File: src/sabc_pkg.sv
// Shared types and constants for the set-associative block cache.
// No dependencies.
package sabc_pkg;

  localparam int unsigned ADDR_W        = 32;
  localparam int unsigned FIELD_DATA_W  = 48;
  localparam int unsigned ACTION_W      = 3;
  localparam int unsigned WAY_OUT_W     = 5;
  localparam int unsigned SHIFT_W       = 5;

  localparam int unsigned DEF_NUM_SETS  = 256;
  localparam int unsigned DEF_NUM_WAYS  = 4;
  localparam int unsigned DEF_DATA_BITS = 48;

  localparam logic [SHIFT_W-1:0] SET_SHIFT_RESET = 5'd1;

  localparam logic [ACTION_W-1:0] ACT_LOOKUP   = 3'd0;
  localparam logic [ACTION_W-1:0] ACT_INSERT   = 3'd1;
  localparam logic [ACTION_W-1:0] ACT_INV_ADDR = 3'd2;
  localparam logic [ACTION_W-1:0] ACT_INV_DATA = 3'd3;
  localparam logic [ACTION_W-1:0] ACT_INV_ALL  = 3'd4;

  typedef enum logic [2:0] {
    OP_LOOKUP, OP_INSERT, OP_INV_ADDR, OP_INV_DATA, OP_INV_ALL, OP_NOP
  } op_t;

  typedef struct packed {
    op_t                     op;
    logic [ADDR_W-1:0]       address;
    logic [FIELD_DATA_W-1:0] entry_data;
  } req_t;

  typedef enum logic [1:0] {ST_IDLE, ST_EXEC, ST_SCAN} st_t;

endpackage

File: src/sabc_front.sv
// Front end: config register, action decode and a two-entry request queue.
// Depends on sabc_pkg.
module sabc_front import sabc_pkg::*; (
  input  logic                    clk,
  input  logic                    rst_n,
  input  logic                    in_valid,
  output logic                    in_stall,
  input  logic [ACTION_W-1:0]     in_action,
  input  logic [ADDR_W-1:0]       in_address,
  input  logic [FIELD_DATA_W-1:0] in_entry_data,
  input  logic                    cfg_we,
  input  logic [SHIFT_W-1:0]      cfg_wdata,
  output logic [SHIFT_W-1:0]      set_shift,
  output logic                    q_valid,
  output req_t                    q_item,
  input  logic                    q_pop
);

  req_t             item_r [2];
  logic             wr_ptr_r, rd_ptr_r;
  logic [1:0]       cnt_r;
  logic [SHIFT_W-1:0] shift_r;
  req_t             dec;
  logic             push;

  always_comb begin
    dec.address    = in_address;
    dec.entry_data = in_entry_data;
    unique case (in_action)
      ACT_LOOKUP:   dec.op = OP_LOOKUP;
      ACT_INSERT:   dec.op = OP_INSERT;
      ACT_INV_ADDR: dec.op = OP_INV_ADDR;
      ACT_INV_DATA: dec.op = OP_INV_DATA;
      ACT_INV_ALL:  dec.op = OP_INV_ALL;
      default:      dec.op = OP_NOP;
    endcase
  end

  assign in_stall  = (cnt_r == 2'd2);
  assign push      = in_valid && !in_stall;
  assign q_valid   = (cnt_r != 2'd0);
  assign q_item    = item_r[rd_ptr_r];
  assign set_shift = shift_r;

  always_ff @(posedge clk) begin
    if (!rst_n) begin
      wr_ptr_r <= 1'b0;
      rd_ptr_r <= 1'b0;
      cnt_r    <= 2'd0;
      shift_r  <= SET_SHIFT_RESET;
    end else begin
      if (cfg_we) begin
        shift_r <= cfg_wdata;
      end
      if (push) begin
        wr_ptr_r <= !wr_ptr_r;
      end
      if (q_pop) begin
        rd_ptr_r <= !rd_ptr_r;
      end
      cnt_r <= cnt_r + {1'b0, push} - {1'b0, q_pop};
    end
  end

  always_ff @(posedge clk) begin
    if (push) begin
      item_r[wr_ptr_r] <= dec;
    end
  end

endmodule

File: config.mk
export PLATFORM = sky130hd
export DESIGN_NAME = sabc_front
export DESIGN_NICKNAME = d
export VERILOG_FILES = /design/src/sabc_pkg.sv /design/src/sabc_front.sv
export SDC_FILE = /design/constraint.sdc
export NUM_CORES = 1
export LEC_CHECK = 0
export BUFFER_PORTS_ARGS = -buffer_cell sky130_fd_sc_hd__buf_2
export CORE_MARGIN = 4
export CORE_UTILIZATION = 56
export DETAILED_ROUTE_END_ITERATION = 12
export PLACE_DENSITY = 0.89
export SETUP_SLACK_MARGIN = 0.15
export SLEW_MARGIN = 30
export SYNTH_ARGS = -nofsm -noshare
export SYNTH_HDL_FRONTEND = slang
export SYNTH_SLANG_ARGS = --single-unit
File: constraint.sdc
create_clock -name clk -period 13.5 [get_ports clk]
set_input_delay 0.675 -clock clk [delete_from_list [all_inputs] [get_ports clk]]
set_output_delay 0.675 -clock clk [all_outputs]
set_load 0.005 [all_outputs]
==> flow_summary.yaml, run 1 <==
clock_tree:
  root_buffer: "clkbuf_16"
  postCtsResizedCells: 0
  postCtsHoldBufs: 0
  post-cts-setup-buffers: 0
  path_clk_slew_ns: 0.06
  clockBufferDepth: 2
  cts_buffers: 17
  cts_tree: "yes"
  clock_sinks: 176
  h-tree-depth: 4
  clk_latency_ns: 0.42
critical_path:
  critPathArrivalTime_ns: 2.52
  crit_path_end: "q_item[6]"
  r2r_slack_ns: 11.16
  worstPathCellList: "buf_4 > mux2_2 > buf_2"
  critPathSlowestCell: "dfxtp_4"
  timing.rr.end: "item_r[0][58]$_DFFE_PP_"
  critPathMaxFanout: 43
  ff2ff_path_depth: 5
  cp-start-kind: "register"
  rr_startpoint: "cnt_r[0]$_SDFF_PN0_"
  critPathKind: "register to output port"
  end_kind: "output port"
  max_stage_delay_ns: 0.81
  critPathRequiredTime_ns: 12.82
sta:
  min_period_ns: 3.20
  fmax_ghz: 0.313
  grt_setup_unrepaired: "false"
  setup_violations: 0
  fin_worst_skew_ns: 0.00863
  relSlewSlack: 0.502
  fin_crit_sh: 0.237
  slew_viol_final: 0
  finalHoldViolCount: 0
  setup-tns-final_ns: 0
  hold_slack_ns: 0.437
  tightest_slew_ns: 0.747
floorplanning:
  start_util: 0.582
  die_w_um: 118
  die-area_um2: 13900
  die_y_um: 118
  rows: 39
  io_pins: 183
  core_um2: 11600
place:
  dpl-instance-area_um2: 7750
  gp_congestion: 0.758
  dp.final_hpwl_um: 8360
  port_buffers: 182
layout:
  drive_gt1_frac: 0.595
  diodes: 0
  syn2layout_area_growth_pct: 23.8
  final_nets: 593
  post-route-cell-area_um2: 8370
routing:
  drtAntennaViolNets: 0
  avgRoutedWirePerCell_um: 18.5
  drtIter0Drc: 215
  drc: 0
  avgViaCountPerCell: 5.14
  drt_wl_total_um: 12100
  drtPass1Iterations: 4
  vias: 3362
power:
  power.density_nw_per_um2: 160
  leakagePower_nw: 3.37
  peakVddDrop_mv: 0.0924
grt:
  antenna_found_initial: 2
  grt_usage: 0.177
  grt_max_degree: 49
  grt_pass1_vias: 3636
  grt_pass1_wl_um: 18700
  grt-ovfl-total: 0
synth:
  syn_area_um2: 6760
  syn_area_per_cell_um2: 22.3
  ys_ff_latch: 176
  synth_cell_types: 22
  ys_seq_area_frac: 0.767
  yosysWarningCount: 0
  syn-num-nets: 398
  synthCells: 303
worst_hold_path:
  hp-class: "input pin to register"
  min_from: "in_entry_data[30]"
job:
  maxCapViolCount: 0
status:
  status: "complete, no violations"
-- placed cells by master (no fill, tap or decap) --
cell / count
nor2_1: 7
inv_6: 1
nor2b_1: 1
nand2b_1: 2
bufinv_16: 2
buf_12: 2
buf_16: 1
and3_4: 1
edfxtp_1: 166
and2_1: 2
clkinv_2: 2
dfxtp_4: 1
clkinvlp_4: 3
xnor2_1: 1
xor2_1: 1
mux2_4: 70
a21o_1: 1
mux2i_1: 6
dfxtp_1: 9
mux2_2: 13
nand2_1: 3
nor3_1: 1
buf_4: 2
clkbuf_16: 17
clkbuf_8: 1
clkinv_4: 4
buf_2: 182
or2_2: 1
ha_1: 2
inv_1: 3
clkbuf_1: 2
nor2_4: 1
-- cell families (layout without fill, tap and decap cells) --
group | after synthesis | in the layout | share of synthesized area
AOI/OAI and AO/OA | 1 | 1 | 0.00111
adders and majority gates | 2 | 2 | 0.00370
xor gates and xnor gates | 2 | 2 | 0.00259
buffers and inverters | 14 | 222 | 0.0261
DFF | 176 | 176 | 0.767
and+or+nand+nor | 19 | 19 | 0.0133
muxes | 89 | 89 | 0.186
-- per-layer routing --
layer	GRT usage	share of wire	wire, um
met1	0.194	0.38	4600
met2	0.302	0.51	6180
met3	0.0812	0.089	1070
met4	0.0689	0.016	199
met5	0	0.0017	21
-- cell type report --
cell class	instances	area, um2
multi-input cells	113	1410
inverters	3	11.3
well taps	143	179
clock buffers	20	447
repair buffers	187	993
flip-flops and latches	176	5190
clock inverters	12	136
fillers	702	3250
-- cells in the mapped netlist --
library cell | instances | area (um2)
edfxtp_1 | 166 | 4980
mux2_4 | 70 | 1050
mux2_2 | 13 | 146
dfxtp_1 | 10 | 200
nor2_1 | 8 | 30.0
buf_12 | 7 | 140
mux2i_1 | 6 | 60.1
inv_1 | 3 | 11.3
nand2_1 | 3 | 11.3
and2_1 | 2 | 12.5
buf_2 | 2 | 10.0
ha_1 | 2 | 25.0
nand2b_1 | 2 | 12.5
a21o_1 | 1 | 7.51
and3_1 | 1 | 6.26
buf_6 | 1 | 11.3
clkbuf_1 | 1 | 3.75
nor2b_1 | 1 | 6.26
nor3_1 | 1 | 5.00
or2_2 | 1 | 6.26
xnor2_1 | 1 | 8.76
xor2_1 | 1 | 8.76
-- where the power goes --
group | internal, mW | switching, mW | total, mW
registers | 0.663 | 0.0209 | 0.684
clock network | 0.278 | 0.191 | 0.469
logic | 0.101 | 0.0839 | 0.185
total | 1.04 | 0.296 | 1.34
-- worst min-delay path by stage --
stage                                endpoint  slack [ns]  depth (start not counted)
global route          item_r[1][30]$_DFFE_PP_        0.41                          1
CTS                   item_r[0][30]$_DFFE_PP_        0.41                          1
detailed placement  set_shift[0]$_SDFFE_PN1P_        0.46                          2
finish                item_r[1][30]$_DFFE_PP_        0.44                          1
global placement    set_shift[0]$_SDFFE_PN1P_        0.45                          2
floorplan               wr_ptr_r$_SDFFE_PN0P_        0.45                          2
-- per-stage QoR --
stage / util / power (mW) / std cells / setup WS (ns)
floorplan: - / 0.808 / 303 / 8.75
global placement: 0.664 / 0.868 / 619 / 10.72
detailed placement: 0.668 / 0.880 / 621 / 10.66
CTS: 0.718 / 1.35 / 653 / 10.24
global route: 0.720 / 1.40 / 654 / 10.15
finish: 0.720 / 1.34 / 654 / 10.30
-- flip-flops by register name (all words and copies together), names as in the netlist, named ones only --
name       flops
wr_ptr_r       1
item_r       166
cnt_r          2
set_shift      5
rd_ptr_r       1
-- worst max-delay path, delay by kind of cell, from the launching register on --
family,cells,cell delay [ns]
buffers and inverters,2,0.87
DFF,1,0.81
muxes,1,0.41
Note: power is estimated with default switching activity, not from simulation.
==> run 2: changes to the inputs <==
--- a/config.mk
+++ b/config.mk
@@ -7,9 +7,9 @@
 export LEC_CHECK = 0
 export BUFFER_PORTS_ARGS = -buffer_cell sky130_fd_sc_hd__buf_2
 export CORE_MARGIN = 4
-export CORE_UTILIZATION = 56
+export CORE_UTILIZATION = 52
 export DETAILED_ROUTE_END_ITERATION = 12
-export PLACE_DENSITY = 0.89
+export PLACE_DENSITY = 0.84
 export SETUP_SLACK_MARGIN = 0.15
 export SLEW_MARGIN = 30
 export SYNTH_ARGS = -nofsm -noshare
==> constraint.sdc (replaced) <==
create_clock -name clk -period 3.4 [get_ports clk]
set_input_delay 0.17 -clock clk [delete_from_list [all_inputs] [get_ports clk]]
set_output_delay 0.17 -clock clk [all_outputs]
set_load 0.005 [all_outputs]
==> flow_summary.yaml, run 2 (synthesis results as in run 1) <==
routing:
  drtPass1Iterations: 4
  drtIter0Drc: 260
  drc: 0
  drt_wl_total_um: 12800
  vias: 3663
  drtAntennaViolNets: 0
  avgRoutedWirePerCell_um: 16.7
  avgViaCountPerCell: 4.76
layout:
  final_nets: 679
  final_core_util: 0.726
  final_cell_mix: "buf_2 (182), edfxtp_1 (166), dlygate4sd3_1 (87), mux2_4 (70), clkbuf_16 (17)"
  regMostFlops: "item_r"
  diodes: 0
  drive_gt1_frac: 0.503
  final_common_cell: "buf_2"
  post-route-cell-area_um2: 9200
  largest_reg_flops: 166
  fillers: 748
  syn2layout_area_growth_pct: 36.1
critical_path:
  ff2ff_path_depth: 3
  critPathSlowestCell: "buf_4"
  crit_path_end: "q_item[5]"
  critPathArrivalTime_ns: 1.99
  max_stage_delay_ns: 0.61
  critPathRequiredTime_ns: 3.23
  critPathMaxFanout: 46
  worstPathCellList: "buf_4 > mux2_2 > buf_2"
  critPathKind: "register to output port"
  rr_startpoint: "cnt_r[0]$_SDFF_PN0_"
  r2r_slack_ns: 1.62
  cp-start-kind: "register"
  end_kind: "output port"
  timing.rr.end: "item_r[1][28]$_DFFE_PP_"
job:
  maxCapViolCount: 0
power:
  clkPwrFrac: 0.330
  p_seq_frac: 0.512
  swShare: 0.221
  power.density_nw_per_um2: 571
  netSwitchingPower_mw: 1.16
  p_comb_frac: 0.157
  finalPower_mw: 5.25
  leakagePower_nw: 3.70
  peakVddDrop_mv: 0.433
  intPower_mw: 4.09
sta:
  fmax_ghz: 0.462
  slew_viol_final: 0
  setup-tns-final_ns: 0
  fin_crit_sh: 0.636
  grt_setup_unrepaired: "false"
  setup_violations: 0
  tightest_slew_ns: 0.817
  fin_worst_skew_ns: 0.0103
  finalHoldViolCount: 0
  hold_slack_ns: 0.0564
  min_period_ns: 2.16
  relSlewSlack: 0.456
clock_tree:
  cts_buffers: 17
  clockBufferDepth: 2
  clock_sinks: 176
  root_buffer: "clkbuf_16"
  cts_tree: "yes"
  h-tree-depth: 4
  clk_latency_ns: 0.42
  postCtsResizedCells: 0
  path_clk_slew_ns: 0.07
floorplanning:
  die_w_um: 122
  core_um2: 12700
  die-area_um2: 14900
  start_util: 0.533
  rows: 41
  die_y_um: 122
  io_pins: 183
place:
  port_buffers: 182
  gp_congestion: 0.724
  dp.final_hpwl_um: 7760
  dpl-instance-area_um2: 7800
grt:
  grt_pass1_vias: 3973
  grt_pass1_wl_um: 19800
  grt_max_degree: 84
  grt_usage: 0.178
  antenna_found_initial: 0
  grt-ovfl-total: 0
worst_hold_path:
  hp-class: "input pin to register"
status:
  status: "complete, no violations"
run 2: cell count changes in the layout (fill, tap and decap cells not counted):
| cell | previous run | this run |
|---|---|---|
| buf_12 | 2 | 1 |
| bufinv_16 | 2 | 1 |
| clkbuf_1 | 2 | 4 |
| clkbuf_8 | 1 | 0 |
| clkinv_1 | 0 | 1 |
| clkinv_2 | 2 | 5 |
| clkinv_4 | 4 | 0 |
| dlygate4sd3_1 | 0 | 87 |
run 2: how the worst min path moves through the flow:
stage	from	to	slack, ns	cells past startpoint
4_1_cts	in_action[0]	item_r[1][80]$_DFFE_PP_	0.03	2
6_report	in_action[0]	item_r[1][80]$_DFFE_PP_	0.06	2
2_1_floorplan	rst_n	set_shift[0]$_SDFFE_PN1P_	0.23	1
3_5_place_dp	in_address[22]	item_r[1][70]$_DFFE_PP_	0.36	1
3_3_place_gp	in_entry_data[33]	item_r[0][33]$_DFFE_PP_	0.36	1
5_1_grt	in_action[0]	item_r[1][80]$_DFFE_PP_	0.05	2
run 2: through the flow:
stage / setup WS [ns] / std cells
after floorplan: 0.252 / 303
after global placement: 1.56 / 649
after detailed placement: 1.65 / 650
after CTS: 1.22 / 769
after global routing: 1.13 / 769
final: 1.24 / 769
run 2: critical path, delay by kind of cell, from the launching register on:
kind	cells	cell delay, ns
buf+inv	2	0.74
mux	1	0.43
flops	1	0.34
run 2: layout make-up:
type                       instances  area [um2]  share of cell area
sequential                       176        5190               0.564
timing repair buffer             273        1840               0.200
inverter                           3        11.3             0.00122
clock buffer                      21         440              0.0479
multi-input combinational        113        1410               0.153
tap                              172         215              0.0234
clock inverter                    11        90.1             0.00979
run 2: what timing repair did:
action                                 CTS  global route
hold buffers                            87             0
setup buffers                            0             0
endpoints found under the hold margin  167             0
run 2: power by group through the flow:
stage | Sequential [mW] | Combinational, mW | Clock [mW]
floorplan | 2.73 | 0.465 | 0
global placement | 2.72 | 0.726 | 0
detailed placement | 2.74 | 0.750 | 0
CTS | 2.69 | 0.833 | 1.78
global route | 2.71 | 0.894 | 1.87
finish | 2.69 | 0.825 | 1.74
run 2: routing by layer:
metal / part of all wire / track usage
met1: 0.39 / 0.208
met2: 0.53 / 0.309
met3: 0.071 / 0.0506
met4: 0.013 / 0.0714
met5: 0 / 0
==> run 3: changes to the inputs <==
--- a/config.mk
+++ b/config.mk
@@ -7,9 +7,9 @@
 export LEC_CHECK = 0
 export BUFFER_PORTS_ARGS = -buffer_cell sky130_fd_sc_hd__buf_2
 export CORE_MARGIN = 4
-export CORE_UTILIZATION = 52
+export CORE_UTILIZATION = 47
 export DETAILED_ROUTE_END_ITERATION = 12
-export PLACE_DENSITY = 0.84
+export PLACE_DENSITY = 0.81
 export SETUP_SLACK_MARGIN = 0.15
 export SLEW_MARGIN = 30
 export SYNTH_ARGS = -nofsm -noshare
==> constraint.sdc (replaced) <==
create_clock -name clk -period 1.82 [get_ports clk]
set_input_delay 0.091 -clock clk [delete_from_list [all_inputs] [get_ports clk]]
set_output_delay 0.091 -clock clk [all_outputs]
set_load 0.005 [all_outputs]
==> flow_summary.yaml, run 3 (synthesis results as in run 1) <==
clock_tree:
  clk_latency_ns: 0.43
  path_clk_slew_ns: 0.07
  cts_tree: "yes"
  clockBufferDepth: 2
  cts_buffers: 17
  clock_sinks: 176
  h-tree-depth: 4
  root_buffer: "clkbuf_16"
sta:
  setup_violations: 0
  setup_ws_ns: 0.161
  fin_worst_skew_ns: 0.0153
  slew_viol_final: 0
  relSlewSlack: 0.769
  min_period_ns: 1.66
  fin_crit_sh: 0.912
  finalHoldViolCount: 0
  grt_setup_unrepaired: "true"
  tightest_slew_ns: 0.347
  fmax_ghz: 0.603
critical_path:
  critPathRequiredTime_ns: 1.73
  max_stage_delay_ns: 0.37
  end_kind: "output port"
  ff2ff_path_depth: 8
  critPathKind: "register to output port"
  r2r_slack_ns: 0.28
  cp-start-kind: "register"
  worstPathCellList: "buf_12 > clkbuf_16 > mux2_4 > buf_6"
  critPathMaxFanout: 7
  critPathSlowestCell: "dfxtp_4"
  timing.rr.end: "cnt_r[1]$_SDFF_PN0_"
  critPathArrivalTime_ns: 1.57
  rr_startpoint: "cnt_r[1]$_SDFF_PN0_"
routing:
  drt_wl_total_um: 15600
  avgRoutedWirePerCell_um: 19.6
  drtAntennaViolNets: 0
  drc: 0
  drtPass1Iterations: 4
  avgViaCountPerCell: 4.87
  drtIter0Drc: 203
  vias: 3889
power:
  peakVddDrop_mv: 0.638
  leakagePower_nw: 4.04
  power.density_nw_per_um2: 1080
grt:
  grt_usage: 0.171
  grt_pass1_wl_um: 21000
  grt_max_degree: 48
  antenna_found_initial: 2
  grt_pass1_vias: 4229
  grt-ovfl-total: 0
job:
  maxCapViolCount: 0
floorplanning:
  die-area_um2: 16400
  start_util: 0.483
  die_y_um: 128
  core_um2: 14000
  io_pins: 183
  rows: 43
  die_w_um: 128
worst_hold_path:
  min_from: "cfg_we"
  whs_endpoint: "set_shift[2]$_SDFFE_PN0P_"
  hp-class: "input pin to register"
  min_path_cells: 3
layout:
  final_core_util: 0.716
  regMostFlops: "item_r"
  largest_reg_flops: 166
  final_common_cell: "edfxtp_1"
  final_nets: 698
  final_cell_mix: "edfxtp_1 (166), buf_2 (135), dlygate4sd3_1 (91), mux2_4 (77), buf_6 (48)"
  multiInputGateArea_um2: 1460
  drive_gt1_frac: 0.523
  fillers: 838
  syn2layout_area_growth_pct: 48.2
  layout.area.seq_um2: 5190
place:
  dp.final_hpwl_um: 8070
  gp_congestion: 0.703
  port_buffers: 182
  place_ws_ns: 0.258
status:
  status: "complete, no violations"
## run 3: critical path: cells and delay by family (launching register included)
kind / cells / cell delay, ns
buffers and inverters: 3 / 0.45
DFF: 1 / 0.37
muxes: 1 / 0.32
## run 3: how the worst max path moves through the flow
stage	to	cells past startpoint
floorplan	item_r[0][0]$_DFFE_PP_	3
global placement	cnt_r[1]$_SDFF_PN0_	8
detailed placement	cnt_r[1]$_SDFF_PN0_	8
CTS	q_item[7]	3
global route	q_item[70]	4
finish	q_item[15]	4
## run 3: layout make-up
type,count,area share
clock buffers,18,0.0428
repair buffers,292,0.251
well taps,180,0.0225
clock inverters,14,0.0189
inverters,3,0.00112
multi-input cells,113,0.145
diodes,2,0.000500
flip-flops and latches,176,0.518
## run 3: stage by stage
step                power [mW]  cells  area (um2)  TNS, ns  hold slack, ns
global route              11.3    798       10000        0          0.0441
CTS                       10.5    785        9440        0          0.0172
finish                    10.8    798       10000        0          0.0342
detailed placement        6.57    661        7880        0           0.283
global placement          6.51    661        7880        0           0.278
floorplan                 5.98    303        6780   -39.85           0.153
## run 3: power by group
part           switching (mW)  leakage [nW]  internal, mW
logic                   0.816          2.11          1.20
clock network            1.48         0.298          2.30
registers               0.128          1.63          4.92
## run 3: per-layer routing
layer  part of all wire  track usage
met3              0.060       0.0592
met4              0.017       0.0743
met1               0.37        0.180
met2               0.55        0.308
met5                  0            0
## run 3: repair_timing
| action | 4_1_cts | 5_1_grt |
|---|---|---|
| pin swaps | 0 | 0 |
| gates cloned | 1 | 9 |
| hold buffers | 91 | 0 |
| setup endpoints to repair | 56 | 84 |
| endpoints found under the hold margin | 175 | 0 |
| gates resized for setup | 2 | 59 |
| setup buffers | 0 | 2 |
